**config.mk**
```make
export PLATFORM = sky130hd
export DESIGN_NAME = multi_queue_priority_front_insert
export DESIGN_NICKNAME = d
export VERILOG_FILES = /design/src/hw/rtl/mqpfi_pkg.sv /design/src/hw/rtl/multi_queue_priority_front_insert.sv
export SDC_FILE = /design/constraint.sdc
export NUM_CORES = 2
export LEC_CHECK = 0
export ABC_AREA = 1
export BUFFER_PORTS_ARGS = -buffer_cell sky130_fd_sc_hd__buf_2
export CAP_MARGIN = 20
export CORE_MARGIN = 1
export CORE_UTILIZATION = 52
export DETAILED_ROUTE_END_ITERATION = 16
export PLACE_DENSITY_LB_ADDON = 0.2
export SLEW_MARGIN = 40
export SYNTH_ARGS = -nofsm -noshare
export SYNTH_HDL_FRONTEND = slang
export SYNTH_SLANG_ARGS = --single-unit
```
**constraint.sdc**
```tcl
create_clock -name i_clk -period 13.25 [get_ports i_clk]
set_clock_uncertainty 0.05 [all_clocks]
set_input_delay 3.975 -clock i_clk [delete_from_list [all_inputs] [get_ports i_clk]]
set_output_delay 3.975 -clock i_clk [all_outputs]
set_load 0.02 [all_outputs]
```
**src/hw/rtl/mqpfi_pkg.sv**
```systemverilog
// Shared definitions for the multi-queue front-insert block.
// Holds parameter defaults, request kinds and response status codes.
// No dependencies.
package mqpfi_pkg;

    localparam int DEF_NUM_QUEUES  = 16;
    localparam int DEF_QUEUE_DEPTH = 8;
    localparam int DEF_TAG_WIDTH   = 16;

    localparam int SEL_W   = 4;
    localparam int TAG_W   = 16;
    localparam int COUNT_W = 4;
    localparam int STAT_W  = 2;

    typedef enum logic {
        OP_ADD   = 1'b0,
        OP_SERVE = 1'b1
    } t_op;

    typedef enum logic [STAT_W-1:0] {
        ST_ADDED  = 2'd0,
        ST_FULL   = 2'd1,
        ST_SERVED = 2'd2,
        ST_EMPTY  = 2'd3
    } t_status;

endpackage

```
**src/hw/rtl/multi_queue_priority_front_insert.sv**
```systemverilog
// Bank of bounded circular queues with tail append, urgent head insert and head serve.
// Depends on mqpfi_pkg for status codes, request kinds and parameter defaults.
//
// channel  | dir | tdata                                  | tuser
// ---------+-----+----------------------------------------+--------------------------------
// s_axis   | in  | item_tag[15:0]                         | op[0], queue_sel[4:1], urgent[5]
// m_axis   | out | out_tag[15:0], queue_count[19:16], pad | status[1:0], out_urgent[2]
//
// Requests pass the request, then response stage; one is taken each cycle unless stalled.
// The per-queue head and length registers update in the request stage, and the entry
// memory is read or written at most once per request, single port, read data registered.
// Reset clears all heads and lengths at once; entry contents stay undefined until written.
// A stalled response holds both stages; s_axis_tready falls only when both are occupied.
module multi_queue_priority_front_insert #(
    parameter int NUM_QUEUES  = mqpfi_pkg::DEF_NUM_QUEUES,
    parameter int QUEUE_DEPTH = mqpfi_pkg::DEF_QUEUE_DEPTH,
    parameter int TAG_WIDTH   = mqpfi_pkg::DEF_TAG_WIDTH
) (
    input  logic        i_clk,
    input  logic        i_rst_n,
    input  logic        s_axis_tvalid,
    output logic        s_axis_tready,
    input  logic [15:0] s_axis_tdata,   // item_tag[15:0]
    input  logic [5:0]  s_axis_tuser,   // op[0], queue_sel[4:1], urgent[5]
    output logic        m_axis_tvalid,
    input  logic        m_axis_tready,
    output logic [23:0] m_axis_tdata,   // out_tag[15:0], queue_count[19:16], zero[23:20]
    output logic [2:0]  m_axis_tuser    // status[1:0], out_urgent[2]
);
    import mqpfi_pkg::*;

    localparam int QW    = (NUM_QUEUES > 1) ? $clog2(NUM_QUEUES) : 1;
    localparam int PW    = $clog2(QUEUE_DEPTH);
    localparam int CW    = $clog2(QUEUE_DEPTH + 1);
    localparam int SW    = PW + 1;
    localparam int MEM_D = NUM_QUEUES * QUEUE_DEPTH;
    localparam int AW    = (MEM_D > 1) ? $clog2(MEM_D) : 1;
    localparam int EW    = TAG_WIDTH + 1;

    // request stage
    logic                 r_in_valid;
    t_op                  r_op;
    logic [SEL_W-1:0]     r_sel;
    logic [TAG_WIDTH-1:0] r_tag;
    logic                 r_urg;

    // response stage
    logic                 r_out_valid;
    t_status              r_out_status;
    logic [CW-1:0]        r_out_count;
    logic                 r_out_served;
    logic [EW-1:0]        r_rd_data;

    // per-queue pointers
    logic [PW-1:0]        r_head [NUM_QUEUES];
    logic [CW-1:0]        r_len  [NUM_QUEUES];

    logic [EW-1:0]        mem [MEM_D];

    logic                 w_out_free;
    logic                 w_fire;
    logic                 w_in_fire;
    logic [TAG_WIDTH-1:0] w_in_tag;
    logic                 w_in_range;
    logic [QW-1:0]        w_idx;
    logic [PW-1:0]        w_head;
    logic [CW-1:0]        w_len;
    logic [PW-1:0]        w_head_dec;
    logic [PW-1:0]        w_head_inc;
    logic [SW-1:0]        w_sum;
    logic [PW-1:0]        w_tail;
    logic [PW-1:0]        w_pos;
    logic [AW-1:0]        w_addr;
    logic                 w_wr_en;
    logic                 w_rd_en;
    logic                 w_upd;
    t_status              n_status;
    logic [PW-1:0]        n_head;
    logic [CW-1:0]        n_len;
    logic [CW-1:0]        n_count;
    logic [TAG_W-1:0]     w_out_tag;
    logic [COUNT_W-1:0]   w_out_count;

    assign w_out_free    = !r_out_valid || m_axis_tready;
    assign w_fire        = r_in_valid && w_out_free;
    assign s_axis_tready = !r_in_valid || w_out_free;
    assign w_in_fire     = s_axis_tvalid && s_axis_tready;

    for (genvar i = 0; i < TAG_WIDTH; i++) begin : g_in_tag
        if (i < TAG_W) begin : g_bit
            assign w_in_tag[i] = s_axis_tdata[i];
        end else begin : g_zero
            assign w_in_tag[i] = 1'b0;
        end
    end

    always_ff @(posedge i_clk) begin
        if (!i_rst_n) begin
            r_in_valid <= 1'b0;
        end else if (s_axis_tready) begin
            r_in_valid <= s_axis_tvalid;
        end
        if (w_in_fire) begin
            r_op  <= t_op'(s_axis_tuser[0]);
            r_sel <= s_axis_tuser[SEL_W:1];
            r_tag <= w_in_tag;
            r_urg <= s_axis_tuser[SEL_W+1];
        end
    end

    assign w_in_range = (32'(r_sel) < NUM_QUEUES);
    assign w_idx      = QW'(r_sel);
    assign w_head     = w_in_range ? r_head[w_idx] : '0;
    assign w_len      = w_in_range ? r_len[w_idx] : '0;
    assign w_head_dec = (w_head == '0) ? PW'(QUEUE_DEPTH - 1) : w_head - PW'(1);
    assign w_head_inc = (w_head == PW'(QUEUE_DEPTH - 1)) ? '0 : w_head + PW'(1);
    assign w_sum      = SW'(w_head) + SW'(w_len);
    assign w_tail     = (w_sum >= SW'(QUEUE_DEPTH)) ? PW'(w_sum - SW'(QUEUE_DEPTH))
                                                    : PW'(w_sum);

    always_comb begin
        n_status = ST_EMPTY;
        n_head   = w_head;
        n_len    = w_len;
        w_pos    = w_head;
        w_wr_en  = 1'b0;
        w_rd_en  = 1'b0;
        w_upd    = 1'b0;
        unique case (r_op)
            OP_ADD: begin
                if (!w_in_range || w_len >= CW'(QUEUE_DEPTH)) begin
                    n_status = ST_FULL;
                end else begin
                    n_status = ST_ADDED;
                    w_pos    = r_urg ? w_head_dec : w_tail;
                    n_head   = r_urg ? w_head_dec : w_head;
                    n_len    = w_len + CW'(1);
                    w_wr_en  = w_fire;
                    w_upd    = w_fire;
                end
            end
            OP_SERVE: begin
                if (!w_in_range || w_len == '0) begin
                    n_status = ST_EMPTY;
                end else begin
                    n_status = ST_SERVED;
                    n_head   = w_head_inc;
                    n_len    = w_len - CW'(1);
                    w_rd_en  = w_fire;
                    w_upd    = w_fire;
                end
            end
            default: n_status = ST_EMPTY;
        endcase
        n_count = w_in_range ? n_len : '0;
    end

    assign w_addr = AW'(w_idx) * AW'(QUEUE_DEPTH) + AW'(w_pos);

    always_ff @(posedge i_clk) begin
        if (w_wr_en) begin
            mem[w_addr] <= {r_urg, r_tag};
        end
        if (w_rd_en) begin
            r_rd_data <= mem[w_addr];
        end
    end

    always_ff @(posedge i_clk) begin
        if (!i_rst_n) begin
            for (int i = 0; i < NUM_QUEUES; i++) begin
                r_head[i] <= '0;
                r_len[i]  <= '0;
            end
        end else if (w_upd) begin
            r_head[w_idx] <= n_head;
            r_len[w_idx]  <= n_len;
        end
    end

    always_ff @(posedge i_clk) begin
        if (!i_rst_n) begin
            r_out_valid <= 1'b0;
        end else if (w_out_free) begin
            r_out_valid <= r_in_valid;
        end
        if (w_fire) begin
            r_out_status <= n_status;
            r_out_count  <= n_count;
            r_out_served <= (n_status == ST_SERVED);
        end
    end

    for (genvar i = 0; i < TAG_W; i++) begin : g_out_tag
        if (i < TAG_WIDTH) begin : g_bit
            assign w_out_tag[i] = r_out_served & r_rd_data[i];
        end else begin : g_zero
            assign w_out_tag[i] = 1'b0;
        end
    end

    for (genvar i = 0; i < COUNT_W; i++) begin : g_out_count
        if (i < CW) begin : g_bit
            assign w_out_count[i] = r_out_count[i];
        end else begin : g_zero
            assign w_out_count[i] = 1'b0;
        end
    end

    assign m_axis_tvalid = r_out_valid;
    assign m_axis_tdata  = {4'b0000, w_out_count, w_out_tag};
    assign m_axis_tuser  = {r_out_served & r_rd_data[TAG_WIDTH], r_out_status};

    a_len_bound: assert property (@(posedge i_clk) disable iff (!i_rst_n)
        r_in_valid |-> w_len <= CW'(QUEUE_DEPTH))
        else $error("queue length above depth");

    a_added_nonzero: assert property (@(posedge i_clk) disable iff (!i_rst_n)
        r_out_valid && r_out_status == ST_ADDED |-> r_out_count != '0)
        else $error("added response with zero count");

    a_empty_zero: assert property (@(posedge i_clk) disable iff (!i_rst_n)
        r_out_valid && r_out_status == ST_EMPTY |-> r_out_count == '0)
        else $error("empty response with nonzero count");

    a_hold_request: assert property (@(posedge i_clk) disable iff (!i_rst_n)
        r_in_valid && !w_out_free |=> r_in_valid && $stable(r_sel) && $stable(r_op))
        else $error("stalled request lost");

    a_served_flag: assert property (@(posedge i_clk) disable iff (!i_rst_n)
        w_fire && r_op == OP_SERVE && w_in_range && w_len != '0 |=> r_out_served)
        else $error("serve of nonempty queue not flagged");

endmodule

```
==> metrics.md <==
| Metric | Value |
|---|---|
| Outcome | `finished clean` |
| Power per cell area | `163 nW/µm²` |
| Post-synth top area share | `0.699` |
| Post-CTS Setup Inserts | `0` |
| First-pass GRT wire length | `395000 µm` |
| Power Internal | `0.0127 W` |
| Avg Cell Area, Syn | `10.5 µm²` |
| Root Driver | `clkbuf_16` |
| Share of layout cells above drive strength 1 | `0.0663` |
| Minimum setup slack among reg-to-reg paths | `5.54 ns` |
| Total CTS buffers | `234` |
| Setup TNS | `0 ns` |
| Worst-Margin Slew | `0.910 ns` |
| Final HPWL DP | `146000 µm` |
| Number of port buffers | `50` |
| Worst R2R End | `r_rd_data[7]$_DFFE_PP_` |
| Req. time, crit path | `9.22 ns` |
| Critical Path End | `s_axis_tready` |
| WP data arrival | `4.45 ns` |
| Count leader, synth | `nand2_1` |
| Initial core utilization | `0.525` |
| Vias in the first global route | `61.4k` |
| Post-Syn Area | `100000 µm²` |
| Final Hold Viols | `0` |
| Core area | `191000 µm²` |
| EDFF count, synth | `2334` |
| Vias | `66.8k` |
| Cell taking the most area after synthesis | `edfxtp_1` |
| TritonCTS clock tree | `done` |
| GRT Util Overall | `0.275` |
| Die width | `441 µm` |
| RSZ-0062 raised after global routing | `false` |
| Clock power share | `0.364` |
| RePlAce Congestion | `0.880` |
| Post-synthesis sequential area ratio | `0.700` |
| Max Fclk | `0.118 GHz` |
| DP Cell Count | `11.8k` |
| Crit path time final | `8.48 ns` |
| Synth top area cells | `edfxtp_1, nand2_1, nand3_1, inv_1, nor2_1` |
| Hold Crit Start | `m_axis_tvalid$_SDFFE_PN0P_` |
| Largest net degree at the start of global routing | `167` |
| Sw frac | `0.293` |
| Routed Antenna Nets | `0` |
| Max-Cap Viols | `0` |
| Clock transition at path regs | `0.06 ns` |
| HP Class | `reg -> reg` |
| Crit path kind | `in -> out` |
| Critical path launch point type | `input pin` |
| Synth Register Bits | `2340` |
| Clock Tree Buf Depth | `3` |
| Die height | `441 µm` |
| Final net count | `9580` |
| Cell variety after synth | `35` |
| # IOs | `55` |
| Ys async rst share | `0` |
| Net Sw Power | `0.00529 W` |
| Antenna violations before repair | `7` |
| Rows | `160` |
| Via/cell ratio | `5.45` |
| DRC viols | `0` |
| Pleak | `45.0 nW` |
| Layout area overhead | `10.7%` |
| CP endpoint kind | `primary output` |
| Main flop type after synthesis | `edfxtp_1` |
| # setup viols final | `0` |
| DR WL/cell | `21.9 µm` |
| Most frequent cells after synthesis | `nand2_1, edfxtp_1, nand3_1` |
| Logic pwr share | `0.181` |
| Area of the die | `195000 µm²` |
| Worst-path fanout max | `3` |
| CTS Hold Bufs | `0` |
| Max VDD drop | `129 µV` |
| Clk_lat worst skew | `0.88 ns` |
| Fin. max-slew vios | `0` |
| # fillers | `15.5k` |
| Cts repair resizes | `0` |
| YS warnings | `0` |
| DR pass1 iterations | `6` |
| Final non-filler cell total | `12.3k` |
| H-tree depth reported by CTS | `4` |
| Slew headroom | `0.393` |
| Grt total ovfl | `0` |
| Worst Setup SP | `m_axis_tready` |
| DRT Wirelength | `269000 µm` |
| Fin crit share | `0.640` |
| Post-Syn Instances | `9531` |
| Initial DRC Count | `8157` |
| Clk sink count | `2340` |
| Cell depth of the worst flop-to-flop path | `22` |
| Number of antenna diodes | `0` |
| Flop pwr share | `0.454` |
==> registers in the layout, indices dropped and copies added, names as in the netlist, named ones only <==
register / count
r_len: 64
r_urg: 1
r_head: 48
r_in_valid: 1
r_tag: 16
m_axis_tvalid: 1
r_out_count: 4
r_sel: 4
r_op: 1
mem: 2176
r_rd_data: 17
r_out_served: 1
r_out_status: 2
==> cells in the final DEF, fill, tap and decap left out, drive strengths merged <==
cell type,n
a21oi,10
a31o,1
a32oi,1
and2,1
buf,280
bufinv,26
clkbuf,284
clkinv,118
clkinvlp,6
conb,4
dfxtp,6
edfxtp,2334
fa,1
ha,7
inv,1304
nand2,3181
nand3,1296
nand3b,3
nand4,1
nor2,493
nor3,4
o211ai,54
o21ai,318
o221ai,6
o22ai,2
o31ai,2
xor2,1
==> cell families (layout without fill, tap and decap cells) <==
family | after synthesis | in the layout | share of synthesized area
simple gates | 4979 | 4979 | 0.203
flops | 2340 | 2340 | 0.700
buf+inv | 1808 | 2018 | 0.0736
compound gates | 394 | 394 | 0.0215
fa+ha+maj | 8 | 8 | 0.00107
other cells | 1 | 4 | 0.0000374
xor+xnor | 1 | 1 | 0.000162
==> metal layers <==
metal  GRT usage  vias to the layer above  wire length [µm]
met5           0                        -                 8
met4      0.0990                        2              9580
met3      0.0383                      442             23800
met2       0.433                     3019            125000
met1       0.393                    32027            111000
li1            -                    31266                 -
==> how the worst min path moves through the flow <==
stage                                       endpoint  slack (ns)  cells past startpoint
after floorplan                            flip-flop        0.46                      2
after global placement    m_axis_tvalid$_SDFFE_PN0P_        0.46                      2
after detailed placement  m_axis_tvalid$_SDFFE_PN0P_        0.46                      2
after CTS                 m_axis_tvalid$_SDFFE_PN0P_        0.47                      2
after global routing      m_axis_tvalid$_SDFFE_PN0P_        0.52                      2
final                     m_axis_tvalid$_SDFFE_PN0P_        0.47                      2
==> power groups by stage <==
stage / clock [W] / sequential, W / combinational [W]
final: 0.00657 / 0.00819 / 0.00327
after global routing: 0.00690 / 0.00819 / 0.00356
after CTS: 0.00662 / 0.00819 / 0.00324
after detailed placement: 0 / 0.00835 / 0.00323
after global placement: 0 / 0.00835 / 0.00317
after floorplan: 0 / 0.00841 / 0.00211
==> final cells by class <==
class / instances / area [µm²] / area share
Inverter: 1304 / 4910 / 0.0442
Multi-Input combinational cell: 5386 / 22800 / 0.205
Clock buffer: 284 / 6110 / 0.0550
Tap cell: 2511 / 3140 / 0.0283
Clock inverter: 150 / 1480 / 0.0133
Timing Repair Buffer: 280 / 2310 / 0.0209
Sequential cell: 2340 / 70200 / 0.633
==> critical path, cell delays in order <==
cell,delay [ns]
buf_2,0.10
inv_1,0.06
nand3_1,0.12
buf_2,0.19
==> stage by stage <==
step / setup WS [ns] / utilization / area, µm² / total power, W / hold slack (ns)
final: 4.77 / 0.582 / 111000 / 0.0180 / 0.469
after global routing: 4.71 / 0.582 / 111000 / 0.0187 / 0.522
after CTS: 4.76 / 0.581 / 111000 / 0.0181 / 0.472
after detailed placement: 4.76 / 0.541 / 103000 / 0.0116 / 0.464
after global placement: 4.75 / 0.540 / 103000 / 0.0115 / 0.459
after floorplan: 5.00 / - / 100000 / 0.0105 / 0.463
Note: power is estimated with default switching activity, not from simulation.
